--- src/rtl/gsrp_pkg.sv ---
`timescale 1ns / 1ps

package gsrp_pkg;

   localparam int unsigned ByteWidth = 8;
   localparam int unsigned BitIndexWidth = 5;
   localparam int unsigned CsrDataWidth = 32;
   localparam int unsigned CsrAddrWidth = 3;

   localparam logic [ByteWidth-1:0] LatchTicksReset = 8'd12;
   localparam logic [ByteWidth-1:0] HalfBitTicksReset = 8'd6;

   localparam logic [ByteWidth-1:0] AxisCenter = 8'd128;
   localparam logic [ByteWidth-1:0] AxisPlus = 8'd255;
   localparam logic [ByteWidth-1:0] AxisMinus = 8'd0;

   localparam logic [BitIndexWidth-1:0] BitsPerByte = 5'd8;
   localparam logic [BitIndexWidth-1:0] BitsPerPoll = 5'd16;

   typedef enum logic [0:0] {
      REG_LATCH_TICKS = 1'b0,
      REG_HALF_BIT_TICKS = 1'b1
   } reg_index_type;

   typedef enum logic [1:0] {
      PH_IDLE = 2'd0,
      PH_LATCH = 2'd1,
      PH_HIGH = 2'd2,
      PH_LOW = 2'd3
   } phase_type;

   typedef struct packed {
      logic start_poll;
      logic pin_level;
   } req_type;

   typedef struct packed {
      logic                 latch_out;
      logic                 clock_out;
      logic                 busy_res;
      logic                 report_valid;
      logic [ByteWidth-1:0] axis_x;
      logic [ByteWidth-1:0] axis_y;
      logic [ByteWidth-1:0] buttons;
      logic                 extra_button;
      logic                 changed;
   } rsp_type;

   typedef struct packed {
      logic [ByteWidth-1:0] latch_ticks;
      logic [ByteWidth-1:0] half_bit_ticks;
   } cfg_type;

   function automatic logic [ByteWidth-1:0] axis_value(input logic plus, input logic minus);
      logic [ByteWidth-1:0] v;
      v = AxisCenter;
      if (plus) begin
         v = AxisPlus;
      end
      if (minus) begin
         v = AxisMinus;
      end
      return v;
   endfunction

endpackage

--- src/rtl/gsrp_sequencer.sv ---
`timescale 1ns / 1ps

module gsrp_sequencer (
   input  logic              clock,
   input  logic              reset,
   input  logic              step,
   input  gsrp_pkg::req_type req,
   input  gsrp_pkg::cfg_type cfg,
   output gsrp_pkg::rsp_type rsp
);
   import gsrp_pkg::*;

   phase_type                phase_ff, phase_in;
   logic [ByteWidth-1:0]     tick_count_ff, tick_count_in;
   logic [BitIndexWidth-1:0] bit_index_ff, bit_index_in;
   logic [ByteWidth-1:0]     shift_byte_ff, shift_byte_in;
   logic [ByteWidth-1:0]     first_byte_ff, first_byte_in;
   logic [ByteWidth-1:0]     prev0_ff, prev1_ff;

   logic [ByteWidth-1:0]     tick_inc;
   logic                     latch_done;
   logic                     half_done;
   logic                     pressed;
   logic                     report;
   logic [BitIndexWidth-1:0] bit_next;

   assign tick_inc = tick_count_ff + 8'd1;
   assign latch_done = (tick_inc >= cfg.latch_ticks);
   assign half_done = (tick_inc >= cfg.half_bit_ticks);
   assign pressed = ~req.pin_level;
   assign bit_next = bit_index_ff + 5'd1;

   always_comb begin
      phase_in = phase_ff;
      tick_count_in = tick_count_ff;
      bit_index_in = bit_index_ff;
      shift_byte_in = shift_byte_ff;
      first_byte_in = first_byte_ff;
      report = 1'b0;
      case (phase_ff)
         PH_IDLE: begin
            if (req.start_poll) begin
               phase_in = PH_LATCH;
               tick_count_in = '0;
               bit_index_in = '0;
               shift_byte_in = '0;
            end
         end
         PH_LATCH: begin
            tick_count_in = tick_inc;
            if (latch_done) begin
               tick_count_in = '0;
               phase_in = PH_HIGH;
            end
         end
         PH_HIGH: begin
            tick_count_in = tick_inc;
            if (half_done) begin
               tick_count_in = '0;
               phase_in = PH_LOW;
               if (bit_index_ff < BitsPerByte) begin
                  shift_byte_in = {shift_byte_ff[ByteWidth-2:0], pressed};
               end else begin
                  shift_byte_in = {pressed, shift_byte_ff[ByteWidth-1:1]};
               end
               bit_index_in = bit_next;
               if (bit_next == BitsPerByte) begin
                  first_byte_in = shift_byte_in;
               end
            end
         end
         default: begin
            tick_count_in = tick_inc;
            if (half_done) begin
               tick_count_in = '0;
               phase_in = PH_HIGH;
               if (bit_index_ff >= BitsPerPoll) begin
                  phase_in = PH_IDLE;
                  bit_index_in = '0;
                  report = 1'b1;
               end
            end
         end
      endcase
   end

   always_comb begin
      rsp = '0;
      rsp.latch_out = (phase_in == PH_LATCH);
      rsp.clock_out = (phase_in != PH_LOW);
      rsp.busy_res = (phase_in != PH_IDLE);
      if (report) begin
         rsp.report_valid = 1'b1;
         rsp.axis_x = axis_value(first_byte_ff[0], first_byte_ff[1]);
         rsp.axis_y = axis_value(first_byte_ff[2], first_byte_ff[3]);
         rsp.buttons = {shift_byte_ff[3:0], first_byte_ff[4], first_byte_ff[5],
                        first_byte_ff[6], first_byte_ff[7]};
         rsp.extra_button = shift_byte_ff[4];
         rsp.changed = (first_byte_ff != prev0_ff) || (shift_byte_ff != prev1_ff);
      end
   end

   always_ff @(posedge clock) begin
      if (reset) begin
         phase_ff <= PH_IDLE;
         tick_count_ff <= '0;
         bit_index_ff <= '0;
         shift_byte_ff <= '0;
         first_byte_ff <= '0;
         prev0_ff <= '0;
         prev1_ff <= '0;
      end else if (step) begin
         phase_ff <= phase_in;
         tick_count_ff <= tick_count_in;
         bit_index_ff <= bit_index_in;
         shift_byte_ff <= shift_byte_in;
         first_byte_ff <= first_byte_in;
         if (report) begin
            prev0_ff <= first_byte_ff;
            prev1_ff <= shift_byte_ff;
         end
      end
   end

`ifndef SYNTHESIS
   a_idle_index_clear: assert property (@(posedge clock) disable iff (reset)
      phase_ff == PH_IDLE |-> bit_index_ff == '0)
      else $error("bit index not cleared while idle");
   a_index_bound: assert property (@(posedge clock) disable iff (reset)
      bit_index_ff <= BitsPerPoll)
      else $error("bit index ran past the last bit");
   a_idle_hold: assert property (@(posedge clock) disable iff (reset)
      step && phase_ff == PH_IDLE && !req.start_poll |=> phase_ff == PH_IDLE)
      else $error("poll started without a request");
`endif

endmodule

--- src/rtl/gsrp_skid.sv ---
`timescale 1ns / 1ps

module gsrp_skid (
   input  logic              clock,
   input  logic              reset,
   input  logic              in_valid,
   output logic              in_ready,
   input  gsrp_pkg::rsp_type in_data,
   output logic              out_valid,
   input  logic              out_ready,
   output gsrp_pkg::rsp_type out_data
);
   import gsrp_pkg::*;

   logic    out_valid_ff;
   logic    skid_valid_ff;
   rsp_type out_data_ff;
   rsp_type skid_data_ff;
   logic    pop;
   logic    push;

   assign in_ready = ~skid_valid_ff;
   assign out_valid = out_valid_ff;
   assign out_data = out_data_ff;
   assign pop = out_valid_ff & out_ready;
   assign push = in_valid & ~skid_valid_ff;

   always_ff @(posedge clock) begin
      if (reset) begin
         out_valid_ff <= 1'b0;
         skid_valid_ff <= 1'b0;
      end else if (skid_valid_ff) begin
         if (pop) begin
            skid_valid_ff <= 1'b0;
         end
      end else if (push) begin
         if (out_valid_ff && !pop) begin
            skid_valid_ff <= 1'b1;
         end else begin
            out_valid_ff <= 1'b1;
         end
      end else if (pop) begin
         out_valid_ff <= 1'b0;
      end
   end

   always_ff @(posedge clock) begin
      if (skid_valid_ff) begin
         if (pop) begin
            out_data_ff <= skid_data_ff;
         end
      end else if (push) begin
         if (out_valid_ff && !pop) begin
            skid_data_ff <= in_data;
         end else begin
            out_data_ff <= in_data;
         end
      end
   end

`ifndef SYNTHESIS
   a_skid_behind_out: assert property (@(posedge clock) disable iff (reset)
      skid_valid_ff |-> out_valid_ff)
      else $error("skid stage full while output register empty");
   a_skid_holds: assert property (@(posedge clock) disable iff (reset)
      skid_valid_ff && !pop |=> skid_valid_ff && $stable(skid_data_ff))
      else $error("skid item lost while output stalled");
   a_push_into_skid: assert property (@(posedge clock) disable iff (reset)
      push && out_valid_ff && !out_ready |=> skid_valid_ff)
      else $error("item accepted under stall not kept");
`endif

endmodule

--- src/rtl/gamepad_shift_register_poller.sv ---
`timescale 1ns / 1ps

// Polls a shift-register gamepad, one input item per timebase tick, and gives exactly one
// result item per input item, which is registered once accepted. The line sequencer updates
// its state in the cycle an item is accepted, so an item can be taken every cycle; a
// result register with a one-item skid stage behind it means req_ready drops only after
// two results wait untaken. Registers at byte address 0 (latch_ticks) and 4
// (half_bit_ticks) are written through the APB-style port and read back zero-extended.
module gamepad_shift_register_poller (
   input  logic                                clock,
   input  logic                                reset,
   input  logic                                req_valid,
   output logic                                req_ready,
   input  gsrp_pkg::req_type                   req_data,
   output logic                                rsp_valid,
   input  logic                                rsp_ready,
   output gsrp_pkg::rsp_type                   rsp_data,
   input  logic                                csr_psel,
   input  logic                                csr_penable,
   input  logic                                csr_pwrite,
   input  logic [gsrp_pkg::CsrAddrWidth-1:0]   csr_paddr,
   input  logic [gsrp_pkg::CsrDataWidth-1:0]   csr_pwdata,
   output logic [gsrp_pkg::CsrDataWidth-1:0]   csr_prdata,
   output logic                                csr_pready
);
   import gsrp_pkg::*;

   logic [ByteWidth-1:0] latch_ticks_ff;
   logic [ByteWidth-1:0] half_bit_ticks_ff;
   cfg_type              cfg;
   rsp_type              step_rsp;
   logic                 step;
   logic                 csr_write;
   reg_index_type        csr_index;

   assign csr_pready = 1'b1;
   assign csr_index = reg_index_type'(csr_paddr[2]);
   assign csr_write = csr_psel & csr_penable & csr_pwrite & csr_pready;
   assign cfg.latch_ticks = latch_ticks_ff;
   assign cfg.half_bit_ticks = half_bit_ticks_ff;
   assign step = req_valid & req_ready;

   always_ff @(posedge clock) begin
      if (reset) begin
         latch_ticks_ff <= LatchTicksReset;
         half_bit_ticks_ff <= HalfBitTicksReset;
      end else if (csr_write) begin
         case (csr_index)
            REG_LATCH_TICKS: latch_ticks_ff <= csr_pwdata[ByteWidth-1:0];
            REG_HALF_BIT_TICKS: half_bit_ticks_ff <= csr_pwdata[ByteWidth-1:0];
            default: ;
         endcase
      end
   end

   always_comb begin
      case (csr_index)
         REG_LATCH_TICKS: csr_prdata = {{(CsrDataWidth-ByteWidth){1'b0}}, latch_ticks_ff};
         REG_HALF_BIT_TICKS:
            csr_prdata = {{(CsrDataWidth-ByteWidth){1'b0}}, half_bit_ticks_ff};
         default: csr_prdata = '0;
      endcase
   end

   gsrp_sequencer u_sequencer (
      .clock (clock),
      .reset (reset),
      .step  (step),
      .req   (req_data),
      .cfg   (cfg),
      .rsp   (step_rsp)
   );

   gsrp_skid u_skid (
      .clock     (clock),
      .reset     (reset),
      .in_valid  (req_valid),
      .in_ready  (req_ready),
      .in_data   (step_rsp),
      .out_valid (rsp_valid),
      .out_ready (rsp_ready),
      .out_data  (rsp_data)
   );

endmodule

--- config.mk ---
export PLATFORM = sky130hd
export DESIGN_NAME = gamepad_shift_register_poller
export DESIGN_NICKNAME = d
export VERILOG_FILES = /design/src/rtl/gsrp_pkg.sv /design/src/rtl/gsrp_sequencer.sv /design/src/rtl/gsrp_skid.sv /design/src/rtl/gamepad_shift_register_poller.sv
export SDC_FILE = /design/constraint.sdc
export NUM_CORES = 1
export LEC_CHECK = 0
export ABC_AREA = 0
export BUFFER_PORTS_ARGS = -buffer_cell sky130_fd_sc_hd__buf_2
export CORE_UTILIZATION = 62
export CTS_CLUSTER_SIZE = 20
export DETAILED_ROUTE_END_ITERATION = 8
export HOLD_SLACK_MARGIN = 0.02
export PLACE_DENSITY = 0.87
export SYNTH_ARGS = -nofsm -noshare
export SYNTH_HDL_FRONTEND = slang
export SYNTH_HIERARCHICAL = 1
export SYNTH_SLANG_ARGS = --single-unit
export TNS_END_PERCENT = 50
--- constraint.sdc ---
create_clock -name clock -period 8.9 [get_ports clock]
set_clock_uncertainty 0.1 [all_clocks]
set_input_delay 0.445 -clock clock [delete_from_list [all_inputs] [get_ports clock]]
set_output_delay 0.445 -clock clock [all_outputs]
set_load 0.02 [all_outputs]
==> impl_metrics.tcl <==
set metrics [dict create \
    worstPathBufferInverterCount 3 \
    finalNetCount 671 \
    synth-simple-area-share_pct 11.7 \
    fillers 652 \
    rsz0062_at_grt "no" \
    p_leak_nw 2.73 \
    grt_max_degree 75 \
    first_iter_violations 350 \
    hold_viol_final 0 \
    clock_power_share_pct 46.3 \
    cts_setup_buffers 0 \
    grt_pass1_vias 4232 \
    clk_pin_slew_worst_paths_ps 60 \
    wl_per_cell_um 16.3 \
    run_status "complete, no violations" \
    avgViaCountPerCell 5.74 \
    seqPwrFrac_pct 46.3 \
    irDropWorstVdd_mv 0.115 \
    p_int_w 0.00106 \
    synth_top_family_by_area "multiplexers" \
    period_share_pct 45.1 \
    startpoint_type "register" \
    crit_fanout 36 \
    cts-buffers-inserted 17 \
    grt_pass1_wl_mm 20.5 \
    cts_root_buf "clkbuf_8" \
    start_util_pct 64.8 \
    rows 36 \
    h-tree-depth 4 \
    clock_latency_ps 520 \
    ant_nets 0 \
    cts_tree "built" \
    antenna_found_initial 0 \
    syn_area_mm2 0.00639 \
    die_w_um 104 \
    wirelength_mm 12.3 \
    cp_slowest_stage_delay_ps 460 \
    arrival_ps 4300 \
    drc 0 \
    syn_inst 565 \
    yosys.area_share.adder_pct 3.91 \
    critical_path_class "register to register" \
    fmax_ghz 0.249 \
    p_sw_share_pct 23.1 \
    synth-edff-count 60 \
    comb_power_share_pct 7.4 \
    ys_warn_count 6 \
    synth_compound_area_share_pct 10.4 \
    postSynthAreaPerCell_um2 11.3 \
    critPathSlowestCell "dfxtp_1" \
    multiInputGateArea_mm2 0.00280 \
    cp.required_ps 9180 \
    ys_ff_latch 125 \
    cap_viol_max_count 0 \
    hold_path_class "primary input to register" \
    synth.area.mux_share_pct 12.5 \
    die_y_um 104 \
    synthArstFlopShare_pct 0 \
    final_layout_size_suffix_gt1_share_pct 23.7 \
    max_slew_margin_pct 22.1 \
    dr.pass1.iters 5 \
    die_area_mm2 0.0107 \
    crit_path_cell_trace "nand3_1 -> nor2_1 -> and3_1 -> xnor2_1 -> inv_1 -> ha_1 -> nand4_1 -> o311ai_4 -> buf_4 -> nand4_1 -> nor3b_1 -> buf_4 -> mux2_2" \
    clockBufferDepth 2 \
    slew_viol_final 0 \
    port_buffers 57 \
    overflow 0 \
    yosysSeqAreaShare_pct 48.5 \
    io_pins 109 \
    place_congestion 0.867 \
    tns_ps 0 \
    powerDensity_mw_per_mm2 194 \
    p_switching_w 0.000317 \
    vias 4325 \
    synthFlopType "dfxtp_1" \
    period_minus_slack_ps 4010 \
    synth_xor_area_share_pct 3.70 \
    tightest_slew_ps 1160 \
    cp-end-kind "register" \
    core_area_mm2 0.00986 \
    ys_types 59 \
    dp_hpwl_mm 7.99 \
    seq_area_mm2 0.00310 \
    setup_viol 0 \
    clock_sinks 125 \
    track_usage_pct 24.2 \
    syn_to_final_growth_pct 10.6 \
    diodes 0 \
    crit_family "simple AND/OR/NAND/NOR gates" \
    worst_hold_slack_ps 98.8 \
]
layout make-up:
type                    instances  share of cell area, %
clock inverters                10                   1.26
clock buffers                  22                   6.56
inverters                      31                   1.64
flip-flops and latches        125                   43.9
repair buffers                 64                   4.81
multi-input cells             368                   39.5
well taps                     133                   2.35
sequential cells by signal, summed over array words and instances, names as in the netlist, 5 cells and up:
| signal | count |
|---|---|
| u_sequencer/first_byte_ff | 8 |
| u_sequencer/prev1_ff | 8 |
| u_skid/skid_data_ff | 30 |
| u_sequencer/prev0_ff | 8 |
| u_sequencer/bit_index_ff | 5 |
| u_sequencer/shift_byte_ff | 8 |
| u_skid/out_data | 30 |
| latch_ticks_ff | 8 |
| u_sequencer/tick_count_ff | 8 |
| half_bit_ticks_ff | 8 |
cell families (layout without fill, tap and decap cells):
group                    Yosys count  count (layout)
AND/OR/NAND/NOR                  136             136
flip-flops                       125             125
multiplexers                      65              65
XOR/XNOR                          27              27
adder cells (fa/ha/maj)           20              20
AO/OA/AOI/OAI                     95              95
other                              2              25
buffers and inverters             95             127
routing by layer:
metal | global-route usage, % | part of all wire (%) | routed length (um) | up-vias
met5 | 0 | 0 | 0 | -
met4 | 9.11 | 2.2 | 274 | 0
met3 | 5.79 | 4.1 | 504 | 28
met2 | 43.0 | 53 | 6470 | 164
met1 | 28.4 | 41 | 5050 | 2088
li1 | - | - | - | 2045
layout by cell type (no fill, tap or decap), types with 6 or more instances in the layout:
master     count
inv_1         30
xnor2_1       21
mux2i_1       25
o32ai_1        9
nand2_1       19
nor3_1         6
nor2_1        26
nand2b_1      28
edfxtp_1      60
nand3_1       24
buf_4          6
a311oi_1       6
nand4_1        7
o21ai_0       10
dfxtp_1       64
a21oi_1       29
ha_1          20
mux2_4        26
clkbuf_16     17
buf_2         57
o21ai_1       15
xor2_1         6
conb_1        25
mux2_2        13
per-stage QoR:
stage	instance area, um^2	util, %	std cells	worst slack (ps)	total power, W
2_1_floorplan	6480	-	588	5490	0.000733
3_3_place_gp	6510	66.0	720	5100	0.000744
3_5_place_dp	6510	66.0	720	5020	0.000748
4_1_cts	7080	71.7	753	4960	0.00138
5_1_grt	7080	71.7	753	4680	0.00142
6_report	7080	71.7	753	4890	0.00137
final timing paths:
check                                    start                            to  slack [ps]  cells past startpoint
hold / removal                   csr_pwdata[3]             latch_ticks_ff[3]         100                      3
setup reg to reg  u_sequencer/tick_count_ff[0]           u_skid/out_data[21]        4890                     13
setup / recovery  u_sequencer/tick_count_ff[0]           u_skid/out_data[21]        4890                     13
hold reg to reg   u_sequencer/tick_count_ff[7]  u_sequencer/tick_count_ff[7]         390                      2
tightest hold or removal path: stages:
cell and delay [ps]:
buf_2 80, nor2_1 40, mux2i_1 110
timing repair:
item / 4_1_cts / 5_1_grt
hold endpoints to repair: 1 / 0
gates resized for setup: 0 / 0
hold buffers: 1 / 0
cell usage after synthesis (10+ instances only):
cell      number  area [um^2]
mux2i_1       25          250
inv_1         30          113
o21ai_1       15         75.1
nand2_1       19         71.3
clkbuf_1      13         48.8
nand2b_1      28          175
nor2_1        26         97.6
buf_4         38          285
nand3_1       24          120
dfxtp_1       65         1300
a21oi_1       30          150
o21ai_0       10         50.1
mux2_4        26          390
mux2_2        13          146
xnor2_1       21          184
ha_1          20          250
edfxtp_1      60         1800
power groups by stage:
stage | clock [W] | sequential (W) | combinational [W]
after CTS | 0.000642 | 0.000636 | 0.000102
final | 0.000635 | 0.000636 | 0.000102
after detailed placement | 0 | 0.000648 | 0.000101
after floorplan | 0 | 0.000658 | 0.0000751
after global routing | 0.000669 | 0.000638 | 0.000109
after global placement | 0 | 0.000646 | 0.0000978
Note: power is estimated with default switching activity, not from simulation.
